$ cat src/sbl_pkg.sv
// Shared constants, types and helpers for the scaled masked blitter.
// No dependencies; sbl_div and the core refer to it by scoped names.
`default_nettype none
package sbl_pkg;

    localparam int IMAGE_WIDTH  = 256;
    localparam int IMAGE_HEIGHT = 256;
    localparam int STORE_DEPTH  = IMAGE_WIDTH * IMAGE_HEIGHT;
    localparam int ADDR_W       = $clog2(STORE_DEPTH);
    localparam int OPAQUE_LIMIT = 384;
    localparam int PADDR_W      = 6;
    localparam int DIV_STAGES   = 8;
    localparam int DIV_STEPS    = 16 / DIV_STAGES;

    localparam logic [1:0] CMD_LOAD_SRC  = 2'd0;
    localparam logic [1:0] CMD_LOAD_MASK = 2'd1;
    localparam logic [1:0] CMD_DRAW      = 2'd2;
    localparam logic [1:0] CMD_UNUSED    = 2'd3;

    localparam logic [1:0] ST_WRITE   = 2'd0;
    localparam logic [1:0] ST_SKIP    = 2'd1;
    localparam logic [1:0] ST_INVALID = 2'd2;

    localparam logic [2:0] REG_DEST_WIN = 3'd0;
    localparam logic [2:0] REG_SRC_WIN  = 3'd1;
    localparam logic [2:0] REG_MASK_WIN = 3'd2;
    localparam logic [2:0] REG_DEST_BND = 3'd3;
    localparam logic [2:0] REG_SRC_BND  = 3'd4;
    localparam logic [2:0] REG_MASK_BND = 3'd5;
    localparam logic [2:0] REG_MASK_ON  = 3'd6;

    typedef struct packed {
        logic [1:0]        cmd;
        logic              err;
        logic              inwin;
        logic [15:0]       px;
        logic [15:0]       py;
        logic [31:0]       pix;
        logic              opq;
        logic              lok;
        logic [ADDR_W-1:0] laddr;
    } t_side;

    function automatic logic [ADDR_W-1:0] store_addr(input logic [15:0] x,
                                                     input logic [15:0] y);
        logic [31:0] a;
        a = 32'(y) * 32'(IMAGE_WIDTH) + 32'(x);
        return a[ADDR_W-1:0];
    endfunction

    // one restoring step on {remainder, numerator bits / quotient bits}
    function automatic logic [31:0] div_step(input logic [31:0] acc,
                                             input logic [15:0] den);
        logic [16:0] t;
        logic [16:0] d;
        logic [15:0] rem;
        logic        q;
        t = acc[31:15];
        d = {1'b0, den};
        if (t >= d) begin
            t   = t - d;
            q   = 1'b1;
        end else begin
            q   = 1'b0;
        end
        rem = t[15:0];
        return {rem, acc[14:0], q};
    endfunction

endpackage
`default_nettype wire

$ cat src/sbl_div.sv
// Pipelined restoring divider, 32-bit numerator by 16-bit divisor, 16-bit quotient.
// Depends on sbl_pkg; quotient must fit 16 bits (numerator[31:16] < divisor).
`default_nettype none
module sbl_div (
    input  wire logic                              i_clk,
    input  wire logic [sbl_pkg::DIV_STAGES-1:0]    i_en,
    input  wire logic [31:0]                       i_num,
    input  wire logic [15:0]                       i_den,
    output logic      [15:0]                       o_quo
);

    logic [31:0] r_acc [sbl_pkg::DIV_STAGES];
    logic [31:0] n_acc [sbl_pkg::DIV_STAGES];

    for (genvar k = 0; k < sbl_pkg::DIV_STAGES; k++) begin : g_stage
        always_comb begin
            logic [31:0] a;
            a = (k == 0) ? i_num : r_acc[(k == 0) ? 0 : k - 1];
            for (int s = 0; s < sbl_pkg::DIV_STEPS; s++) begin
                a = sbl_pkg::div_step(a, i_den);
            end
            n_acc[k] = a;
        end

        always_ff @(posedge i_clk) begin
            if (i_en[k]) begin
                r_acc[k] <= n_acc[k];
            end
        end
    end

    assign o_quo = r_acc[sbl_pkg::DIV_STAGES-1][15:0];

endmodule
`default_nettype wire

$ cat config.mk
export PLATFORM = sky130hd
export DESIGN_NAME = sbl_div
export DESIGN_NICKNAME = d
export VERILOG_FILES = /design/src/sbl_pkg.sv /design/src/sbl_div.sv
export SDC_FILE = /design/constraint.sdc
export NUM_CORES = 1
export LEC_CHECK = 0
export ABC_CLOCK_PERIOD_IN_PS = 7080
export BUFFER_PORTS_ARGS = -buffer_cell sky130_fd_sc_hd__buf_2
export CAP_MARGIN = 20
export CORE_ASPECT_RATIO = 1.4
export CORE_MARGIN = 5
export CORE_UTILIZATION = 55
export DETAILED_ROUTE_END_ITERATION = 10
export HOLD_SLACK_MARGIN = 0.02
export PLACE_DENSITY = 0.77
export SETUP_SLACK_MARGIN = 0.5
export SLEW_MARGIN = 40
export SYNTH_ARGS = -nofsm -noshare
export SYNTH_HDL_FRONTEND = slang
export SYNTH_SLANG_ARGS = --single-unit
$ cat constraint.sdc
create_clock -name i_clk -period 7.08 [get_ports i_clk]
set_input_delay 1.416 -clock i_clk [delete_from_list [all_inputs] [get_ports i_clk]]
set_output_delay 1.416 -clock i_clk [all_outputs]
set_load 0.1 [all_outputs]
### Yosys cells after proc, flatten, opt, wreduce, memory -nomap -nowiden

Memory sizes are Yosys's and may differ from the RTL's.
Cells that the tools add are included.

* register bits after elaboration: 0
* bits in writable memories: 256
* output and inout port bits: 16
* logic and storage cells: 81
* memories: 1

* add/subtract/negate cells: 16
* magnitude comparators: 16
* muxes and demuxes: 48

Memories
* r_acc: words 8, width 32, read ports 8, clocked after Yosys merged registers in 0, write ports 8, line sbl_div.sv:12 `logic [31:0] r_acc [sbl_pkg::DIV_STAGES];`

Operators by type and width (count)
* 17-bit by 16-bit >= comparator with 1-bit output: 16
* 16-bit two-way mux: 16
* 16-bit subtractor: 16
* 1-bit two-way mux: 32

### Longest topological paths before layout

Gate-level depths: netlist of the first run.

* word-level depth: 4
* depth in mapped cells: 25
* gate-level depth less buffers: 22

### Worst setup path before layout of the first run

OpenSTA, ideal clock, no wires.

* kind: input port to flip-flop
* from: input port i_den[1]
* to: memory r_acc[2][23], in the netlist r_acc[0][87] (data pin)
* data arrival time: 7230 ps
* setup slack: -412 ps
* stages on the path: 21
* path buffers: 2
* cell sequence: inv_1 -> ha_1 -> nor2b_1 -> o31ai_2 -> a21oi_1 -> a31oi_2 -> a21oi_1 -> a2111oi_4 -> clkbuf_1 -> mux2i_1 -> ha_1 -> nor2b_1 -> o31a_1 -> or3_1 -> a31o_2 -> o31ai_2 -> o21bai_1 -> a21oi_1 -> o211ai_2 -> buf_4 -> mux2_1

RTL lines
* start: declaration: line sbl_div.sv:8 `input wire logic [15:0] i_den,`
* end: declaration: line sbl_div.sv:12

==> results of run 1 <==
[cells by family (layout without fill, tap and decap cells)]
logic type,count (synthesis),after routing,synth area share [%]
AOI/OAI and AO/OA,588,588,18.7
xor gates and xnor gates,182,182,7.57
adders and majority gates,271,271,16.6
buffers and inverters,150,300,3.18
DFF,240,240,34.2
muxes,158,158,8.51
other,0,1,0
and+or+nand+nor,488,488,11.1
[layout make-up]
type	instances	area share, %
Antenna cell	1	0.0107
Clock buffer	28	2.81
Clock inverter	20	0.897
Inverter	105	1.74
Multi-Input combinational cell	1687	56.8
Sequential cell	240	30.8
Tap cell	473	2.53
Timing Repair Buffer	147	4.42
[through the flow]
stage	instance area [sq um]	instances
after detailed placement	22500	2649
final	23400	2701
after global placement	22500	2649
after global routing	23400	2701
after floorplan	21200	2077
after CTS	23400	2697
[metal layers]
metal	routed length [um]	global-route usage, %	part of all wire (%)	vias to the layer above
li1	-	-	-	8123
met1	21300	28.9	37	7993
met2	29300	49.6	52	530
met3	2420	2.73	4.3	191
met4	3860	15.9	6.8	0
met5	0	0	0	-
[layout by cell type, fill, tap and decap left out, types with 9 or more instances in the layout]
| cell | instances |
|---|---|
| ha_1 | 254 |
| edfxtp_1 | 240 |
| a21oi_1 | 161 |
| nand2_1 | 131 |
| nor2_1 | 130 |
| xnor2_1 | 122 |
| mux2_2 | 118 |
| o21ai_0 | 109 |
| inv_1 | 99 |
| buf_2 | 72 |
| a21o_1 | 66 |
| buf_4 | 66 |
| xor2_1 | 60 |
| o21a_1 | 43 |
| nand3_1 | 40 |
| nor3_1 | 40 |
| nand4_1 | 38 |
| clkbuf_16 | 26 |
| a211oi_1 | 25 |
| o21bai_1 | 25 |
| nor2b_1 | 24 |
| nand2b_1 | 21 |
| o211ai_1 | 20 |
| mux2i_1 | 16 |
| mux2_4 | 16 |
| o21ai_1 | 15 |
| o31ai_1 | 15 |
| fa_1 | 15 |
| nor4_1 | 11 |
| a21boi_0 | 11 |
| or3_1 | 10 |
| a31oi_1 | 9 |
| a211o_1 | 9 |
| buf_12 | 9 |
[repair_timing]
item	4_1_cts	5_1_grt
resized for setup	0	7
setup buffers	0	3
endpoints found under the hold margin	0	0
endpoints found under the setup margin	0	55
hold buffers	0	0
[worst min path at each step]
stage	end	from	slack [ps]	cells past startpoint
after floorplan	r_acc[0][100]$_DFFE_PP_	r_acc[0][66]$_DFFE_PP_	400	0
after global placement	r_acc[1][76]$_DFFE_PP_	r_acc[1][42]$_DFFE_PP_	400	0
after detailed placement	r_acc[0][101]$_DFFE_PP_	r_acc[0][67]$_DFFE_PP_	400	0
after CTS	r_acc[1][100]$_DFFE_PP_	r_acc[1][66]$_DFFE_PP_	420	0
after global routing	r_acc[1][44]$_DFFE_PP_	r_acc[1][10]$_DFFE_PP_	430	0
final	r_acc[1][100]$_DFFE_PP_	r_acc[1][66]$_DFFE_PP_	420	0
==> impl_metrics.json, run 1 <==
{
  "status": "finished, final reports clean",
  "ys_warn_count": 0,
  "fin_skew_ps": 22.8,
  "multi_input_area_sq_mm": 0.0133,
  "core-area_sq_mm": 0.0377,
  "crit_path_max_fanout": 17,
  "die_width_um": 175,
  "maxSlewHeadroom_pct": 44.2,
  "place_worst_setup_slack_ps": 52.5,
  "synth_top_area_share_pct": 34.2,
  "worstSetupEndpoint": "r_acc[0][127]$_DFFE_PP_",
  "crit_buf_inv": 5,
  "crit_chain": "buf_2 -> inv_1 -> buf_12 -> ha_1 -> a21oi_1 -> nand2_1 -> a31oi_1 -> o31a_1 -> o21ai_1 -> a41oi_4 -> buf_4 -> mux2_2 -> ha_1 -> a21o_1 -> a21oi_1 -> nor2b_1 -> o21ai_0 -> nand2b_1 -> a211o_1 -> a221o_1 -> a21oi_4 -> buf_12 -> mux2_2",
  "top_register": "r_acc",
  "ff_latch_area_sq_mm": 0.00721,
  "path_class": "primary input to flip-flop",
  "grt_overflow": 0,
  "synthFlopType": "edfxtp_1",
  "finish.utilization_pct": 62.1,
  "fmax_mhz": 159,
  "max-cap-violations": 0,
  "drtIter0Drc": 1169,
  "die_y_um": 241,
  "synth_area_sq_mm": 0.0210,
  "initial_core_util_pct": 55.8,
  "drc": 0,
  "worst_ep_required_time_ps": 7390,
  "grt_pass1_wl_mm": 89.1,
  "synth_cells": 2077,
  "critPathMaxStageDelay_ps": 400,
  "nNetsFinal": 2535,
  "reg2reg_to": "r_acc[1][62]$_DFFE_PP_",
  "dr.pass1.iters": 5,
  "critPathSlowestCell": "a41oi_4",
  "wl_per_cell_um": 21.1,
  "clock-root-buffer": "clkbuf_16",
  "synth_top_area_cell": "edfxtp_1",
  "avgSynthCellArea_sq_um": 10.1,
  "reg2reg_from": "r_acc[1][15]$_DFFE_PP_",
  "grt_max_degree": 33,
  "postSynth.asyncResetShare_pct": 0,
  "synth.area.top_cells": "edfxtp_1 (34%), ha_1 (15%), mux2_2 (6.3%)",
  "r2r_slack_ps": 1500,
  "reg2reg_depth": 22,
  "fillers": 3089,
  "cp_data_arrival_time_ps": 6580,
  "min_period_over_period_pct": 88.6,
  "ant_nets": 0,
  "vias_per_cell": 6.23,
  "cts_made_buffers": 26,
  "h-tree-depth": 1,
  "largest_register_ffs": 240,
  "fp-row-count": 84,
  "cts_buffer_depth": 3,
  "synth_edf_count": 240,
  "drive_above_1_share_pct": 16.8,
  "yosysUniqueCellTypes": 87,
  "synthTopCellsByCount": "ha_1 (256), edfxtp_1 (240), a21oi_1 (164)",
  "seq_area_frac_synth_pct": 34.2,
  "cts_tree": "done",
  "hold_slack_ps": 417,
  "crit_path_end_kind": "flip-flop",
  "fin_crit_ps": 6280,
  "yosysMostFrequentCell": "ha_1",
  "finalSetupViolCount": 0,
  "crit_path_start_kind": "primary input",
  "finalHoldViolCount": 0,
  "finalMaxSlewViolations": 0,
  "clock_sinks": 240,
  "setup_ws_ps": 804,
  "gp_congestion": 0.980,
  "worst_pin_slew_ps": 837,
  "rsz0062_at_grt": "no",
  "top_regs": "r_acc x240",
  "synthesis.nets": 2405,
  "die_area_sq_mm": 0.0423,
  "grt_pass1_vias": 17094,
  "vias": 16837,
  "crit_start": "i_den[3]",
  "ys_ff_latch": 240,
  "hp-class": "flip-flop to flip-flop",
  "area_delta_synth_final_pct": 11.3,
  "cts.clk_slew.worst_paths_ps": 60,
  "tns_ps": 0,
  "dpl.hpwl_mm": 45.5,
  "insertion_delay_ps": 560,
  "crit_family": "compound AO/OA/AOI/OAI gates",
  "wirelength_mm": 56.9,
  "grt_usage_pct": 26.5,
  "crit_cells": 23,
  "antenna_found_initial": 1,
  "io_buffers": 72,
  "ioPinCount": 73
}
Power of run 1 is not shown: default switching activity piles up to over one toggle a cycle in this logic, so the estimate is an artifact.
==> inputs of run 2 (changes only) <==
--- a/config.mk
+++ b/config.mk
@@ -9,8 +9,9 @@
 export BUFFER_PORTS_ARGS = -buffer_cell sky130_fd_sc_hd__buf_2
 export CAP_MARGIN = 20
 export CORE_ASPECT_RATIO = 1.4
-export CORE_MARGIN = 5
+export CORE_MARGIN = 2
 export CORE_UTILIZATION = 55
+export CTS_BUF_LIST = sky130_fd_sc_hd__clkbuf_16
 export DETAILED_ROUTE_END_ITERATION = 10
 export HOLD_SLACK_MARGIN = 0.02
 export PLACE_DENSITY = 0.77
==> run 2 against run 1 <==
  * Count of clock-buffer cells in the layout shrank 3
  * Register-to-register slack improved by 130 ps
  * Worst hold slack worse by 2.5 ps
  * Largest cell class unchanged
  * Worst setup slack better by 36 ps
  * Highest routed layer unchanged
  * Critical endpoint is now r_acc[1][93]$_DFFE_PP_
==> impl_metrics.json, run 2 (same netlist as run 1, synthesis figures left out) <==
{
  "cts_made_buffers": 25,
  "clock-root-buffer": "clkbuf_16",
  "post-route-cell-area_sq_mm": 0.0235,
  "reg2reg_to": "r_acc[1][62]$_DFFE_PP_",
  "io_buffers": 72,
  "dr.pass1.iters": 5,
  "top_register": "r_acc",
  "crit_path_end_kind": "flip-flop",
  "die_width_um": 169,
  "core-area_sq_mm": 0.0376,
  "finalHoldViolCount": 0,
  "place_area_sq_mm": 0.0225,
  "maxSlewHeadroom_pct": 43.9,
  "wl_per_cell_um": 21.0,
  "vias_per_cell": 6.21,
  "reg2reg_from": "r_acc[1][15]$_DFFE_PP_",
  "fillers": 3129,
  "cp_data_arrival_time_ps": 6550,
  "reg2reg_depth": 21,
  "crit_path_max_fanout": 12,
  "drtIter0Drc": 954,
  "initial_core_util_pct": 55.9,
  "status": "finished, final reports clean",
  "grt_pass1_vias": 17219,
  "grt_usage_pct": 28.5,
  "rsz0062_at_grt": "no",
  "largest_register_ffs": 240,
  "top_regs": "r_acc x240",
  "h-tree-depth": 1,
  "gp_congestion": 0.988,
  "antenna_found_initial": 0,
  "min_period_over_period_pct": 88.1,
  "die_area_sq_mm": 0.0399,
  "fmax_mhz": 160,
  "worst_ep_required_time_ps": 7390,
  "dpl.hpwl_mm": 44.1,
  "cts_tree": "done",
  "cts.clk_slew.worst_paths_ps": 60,
  "path_class": "primary input to flip-flop",
  "nNetsFinal": 2541,
  "cts_buffer_depth": 3,
  "layout.cells.non_filler": 2705,
  "antenna_cells": 0,
  "finalMaxSlewViolations": 0,
  "insertion_delay_ps": 560,
  "die_y_um": 235,
  "fin_skew_ps": 11.8,
  "ant_nets": 0,
  "worstSetupEndpoint": "r_acc[1][93]$_DFFE_PP_",
  "vias": 16793,
  "fp-row-count": 84,
  "clock_sinks": 240,
  "multi_input_area_sq_mm": 0.0133,
  "crit_start": "i_den[1]",
  "finish.utilization_pct": 62.5,
  "placed_cells": 2650,
  "area_delta_synth_final_pct": 11.7,
  "grt_max_degree": 33,
  "grt_overflow": 0,
  "wirelength_mm": 56.8,
  "ff_latch_area_sq_mm": 0.00721,
  "drc": 0,
  "final_cell_mix": "ha_1 (254), edfxtp_1 (240), a21oi_1 (160)",
  "grt_pass1_wl_mm": 89.5,
  "ioPinCount": 73,
  "finalSetupViolCount": 0,
  "crit_path_start_kind": "primary input",
  "max-cap-violations": 0,
  "ctsHoldBuffers": 0,
  "layout_commonest_cell": "ha_1",
  "tns_ps": 0,
  "hp-class": "flip-flop to flip-flop",
  "r2r_slack_ps": 1630,
  "worst_pin_slew_ps": 841,
  "fin_crit_ps": 6240,
  "drive_above_1_share_pct": 16.9
}
[run 2: cell count changes in the layout (fill, tap and decap cells not counted), sizes merged]
cell,before,now
clkinv,12,11
clkinvlp,4,9
diode,1,0
buf,147,154
bufinv,3,2
inv,106,104
clkbuf,28,25
[run 2: layer usage]
metal,track usage [%],wire (um),vias to the layer above
met5,0,0,-
met3,3.45,2310,209
met4,21.7,4990,0
li1,-,-,8143
met2,50.8,28600,449
met1,30.5,21000,7992
[run 2: metrics by stage]
step	hold slack [ps]	setup slack, ps
finish	415	840
global route	423	505
CTS	417	672
detailed placement	405	92.6
global placement	400	169
floorplan	400	213
[run 2: how the worst min path moves through the flow]
stage,start,endpoint,slack [ps],cells past startpoint
6_report,r_acc[1][71]$_DFFE_PP_,r_acc[1][105]$_DFFE_PP_,410,0
5_1_grt,r_acc[0][71]$_DFFE_PP_,r_acc[0][105]$_DFFE_PP_,420,0
4_1_cts,r_acc[0][97]$_DFFE_PP_,r_acc[1][3]$_DFFE_PP_,420,0
3_5_place_dp,r_acc[0][34]$_DFFE_PP_,r_acc[0][68]$_DFFE_PP_,400,0
3_3_place_gp,r_acc[1][43]$_DFFE_PP_,r_acc[1][77]$_DFFE_PP_,400,0
2_1_floorplan,r_acc[0][66]$_DFFE_PP_,r_acc[0][100]$_DFFE_PP_,400,0
[run 2: final cells by class]
class | instances | area share (%)
clock buffer | 25 | 2.66
clock inverter | 21 | 0.745
inverter | 105 | 1.77
multi-input combinational | 1687 | 56.7
sequential | 240 | 30.7
tap | 473 | 2.52
timing repair buffer | 154 | 4.98
[run 2: timing repair]
item / CTS / global route
resized for setup: 0 / 8
endpoints found under the hold margin: 0 / 0
endpoints found under the setup margin: 0 / 66
buffers inserted: 0 / 9
[run 2: worst max-delay path, cell delays in order]
cell        delay (ps)
buf_2              110
clkinvlp_4         230
buf_4              290
ha_1               320
nor2b_1            150
o31a_1             300
nor3_1             260
nor3_2              80
o311ai_2           280
and2_1             270
inv_2              150
mux2_2             350
ha_1               370
a21o_1             190
a21o_1             190
a21o_1             210
nor4_1             280
o31ai_1            140
nand2_1            130
and2_1             300
inv_4              160
mux2_4             340
Power of run 2 is left out for the same reason.
==> inputs of run 3 (changes only) <==
--- a/config.mk
+++ b/config.mk
@@ -14,7 +14,7 @@
 export CTS_BUF_LIST = sky130_fd_sc_hd__clkbuf_16
 export DETAILED_ROUTE_END_ITERATION = 10
 export HOLD_SLACK_MARGIN = 0.02
-export PLACE_DENSITY = 0.77
+export PLACE_DENSITY = 0.75
 export SETUP_SLACK_MARGIN = 0.5
 export SLEW_MARGIN = 40
 export SYNTH_ARGS = -nofsm -noshare
==> run 3 against run 2 <==
  * Worst hold slack lost 1.5 ps
  * Flip-flop and latch count stayed put
  * Sequential share of layout area about the same
  * Final area shrank 0.14%
  * Global-route usage is 0.39 points higher
  * Worst setup slack got worse by 51 ps
  * Clock skew increased by 7.7 ps
  * First-iteration DRC count increased by 2.1%
  * Die area stayed put
  * Utilization is 0.087 points lower
  * Critical path type unchanged
==> impl_metrics.json, run 3 (same netlist as run 1, synthesis figures left out) <==
{
  "worst_pin_slew_ps": 796,
  "crit_chain": "buf_2 -> inv_1 -> buf_4 -> buf_4 -> ha_1 -> o21a_1 -> o31a_1 -> nor3_1 -> nor3_2 -> o311ai_2 -> and2_1 -> inv_2 -> buf_4 -> a21oi_1 -> ha_1 -> a21o_1 -> a21o_1 -> a21o_1 -> nor4_1 -> o31ai_1 -> nand2_1 -> and2_1 -> inv_4 -> mux2_2",
  "multi_input_area_sq_mm": 0.0133,
  "cts_made_buffers": 26,
  "die_width_um": 169,
  "worstSetupEndpoint": "r_acc[1][83]$_DFFE_PP_",
  "rsz0062_at_grt": "no",
  "fin_skew_ps": 19.6,
  "top_regs": "r_acc x240",
  "critPathMaxStageDelay_ps": 370,
  "insertion_delay_ps": 560,
  "cts.clk_slew.worst_paths_ps": 70,
  "min_from": "r_acc[1][73]$_DFFE_PP_",
  "crit_buf_inv": 7,
  "finalSetupViolCount": 0,
  "crit_path_end_kind": "flip-flop",
  "crit_path_max_fanout": 12,
  "crit_family": "compound AO/OA/AOI/OAI gates",
  "drc": 0,
  "layout_commonest_cell": "ha_1",
  "cp_data_arrival_time_ps": 6590,
  "vias_per_cell": 6.18,
  "crit_start": "i_den[2]",
  "hp-class": "flip-flop to flip-flop",
  "nNetsFinal": 2537,
  "fin_crit_ps": 6290,
  "ioPinCount": 73,
  "dr.pass1.iters": 6,
  "initial_core_util_pct": 55.9,
  "vias": 16683,
  "fillers": 3142,
  "core-area_sq_mm": 0.0376,
  "finalMaxSlewViolations": 0,
  "h-tree-depth": 1,
  "reg2reg_depth": 21,
  "fp-row-count": 84,
  "tns_ps": 0,
  "critPathSlowestCell": "mux2_2",
  "min_period_over_period_pct": 88.9,
  "max-cap-violations": 0,
  "crit_path_start_kind": "primary input",
  "die_area_sq_mm": 0.0399,
  "die_y_um": 235,
  "maxSlewHeadroom_pct": 46.9,
  "grt_usage_pct": 28.9,
  "r2r_slack_ps": 1470,
  "worst_ep_required_time_ps": 7380,
  "area_delta_synth_final_pct": 11.5,
  "finalHoldViolCount": 0,
  "status": "finished, final reports clean",
  "cts_buffer_depth": 3,
  "top_register": "r_acc",
  "largest_register_ffs": 240,
  "grt_pass1_vias": 17161,
  "wirelength_mm": 57.8,
  "ant_nets": 0,
  "clock_sinks": 240,
  "final_cell_mix": "ha_1 (253), edfxtp_1 (240), a21oi_1 (161)",
  "path_class": "primary input to flip-flop",
  "ff_latch_area_sq_mm": 0.00721,
  "grt_overflow": 0,
  "antenna_cells": 0,
  "antenna_found_initial": 0,
  "clock-root-buffer": "clkbuf_16",
  "fmax_mhz": 159,
  "cts_tree": "done",
  "gp_congestion": 0.960,
  "dpl.hpwl_mm": 45.8,
  "drtIter0Drc": 974,
  "grt_pass1_wl_mm": 90.3,
  "wl_per_cell_um": 21.4,
  "io_buffers": 72,
  "reg2reg_to": "r_acc[1][61]$_DFFE_PP_",
  "reg2reg_from": "r_acc[1][15]$_DFFE_PP_",
  "drive_above_1_share_pct": 16.8,
  "crit_cells": 24,
  "grt_max_degree": 33
}
## run 3: changes by cell type in the layout (fill, tap and decap cells not counted), sizes merged
cell and change:
clkinvlp -7, buf -5, inv +4, clkinv +3, clkbuf +1
## run 3: worst register-to-register path, stage by stage (launching register included)
cell      delay, ps
edfxtp_1        510
inv_1           100
ha_1            150
inv_1            50
fa_1            420
a211o_1         310
a211oi_1        290
o21bai_1        130
a21oi_1         280
o21bai_1        100
a21oi_1         190
xnor2_1          80
mux2_2          280
ha_1            350
and4_1          230
nand2_1          50
o41ai_1         460
a21oi_1          80
mux2_2          300
and2_1          160
inv_1           420
mux2_2          410
## run 3: metal layers
layer,vias up,routed length [um],GRT usage [%]
met2,454,30200,54.1
li1,8122,-,-
met5,-,0,0
met4,0,4710,19.6
met3,187,2110,2.82
met1,7920,20700,30.1
## run 3: how the worst min path moves through the flow
| stage | endpoint | slack [ps] | cells after the start |
|---|---|---|---|
| after global routing | r_acc[1][79]$_DFFE_PP_ | 420 | 0 |
| after CTS | r_acc[1][45]$_DFFE_PP_ | 420 | 0 |
| after global placement | r_acc[0][111]$_DFFE_PP_ | 400 | 0 |
| final | r_acc[1][107]$_DFFE_PP_ | 410 | 0 |
| after floorplan | r_acc[0][100]$_DFFE_PP_ | 400 | 0 |
| after detailed placement | r_acc[0][105]$_DFFE_PP_ | 400 | 0 |
## run 3: layout make-up
cell class	count	share of cell area [%]
inverter	105	1.72
clock inverter	21	0.784
multi-input combinational	1687	56.7
clock buffer	26	2.77
tap	473	2.52
sequential	240	30.7
timing repair buffer	149	4.78
## run 3: per-stage QoR
step	worst slack (ps)	instances	hold slack, ps	instance area [sq um]	util (%)
floorplan	213	2077	400	21200	-
global placement	263	2651	401	22600	59.9
detailed placement	263	2651	405	22600	59.9
CTS	830	2698	416	23400	62.2
global route	513	2701	419	23500	62.4
finish	789	2701	413	23500	62.4
## run 3: timing repair
| item | 4_1_cts | 5_1_grt |
|---|---|---|
| endpoints found under the setup margin | 0 | 27 |
| gates resized for setup | 0 | 4 |
| buffers inserted | 0 | 2 |
| hold buffers | 0 | 0 |
Power of run 3 is left out for the same reason.
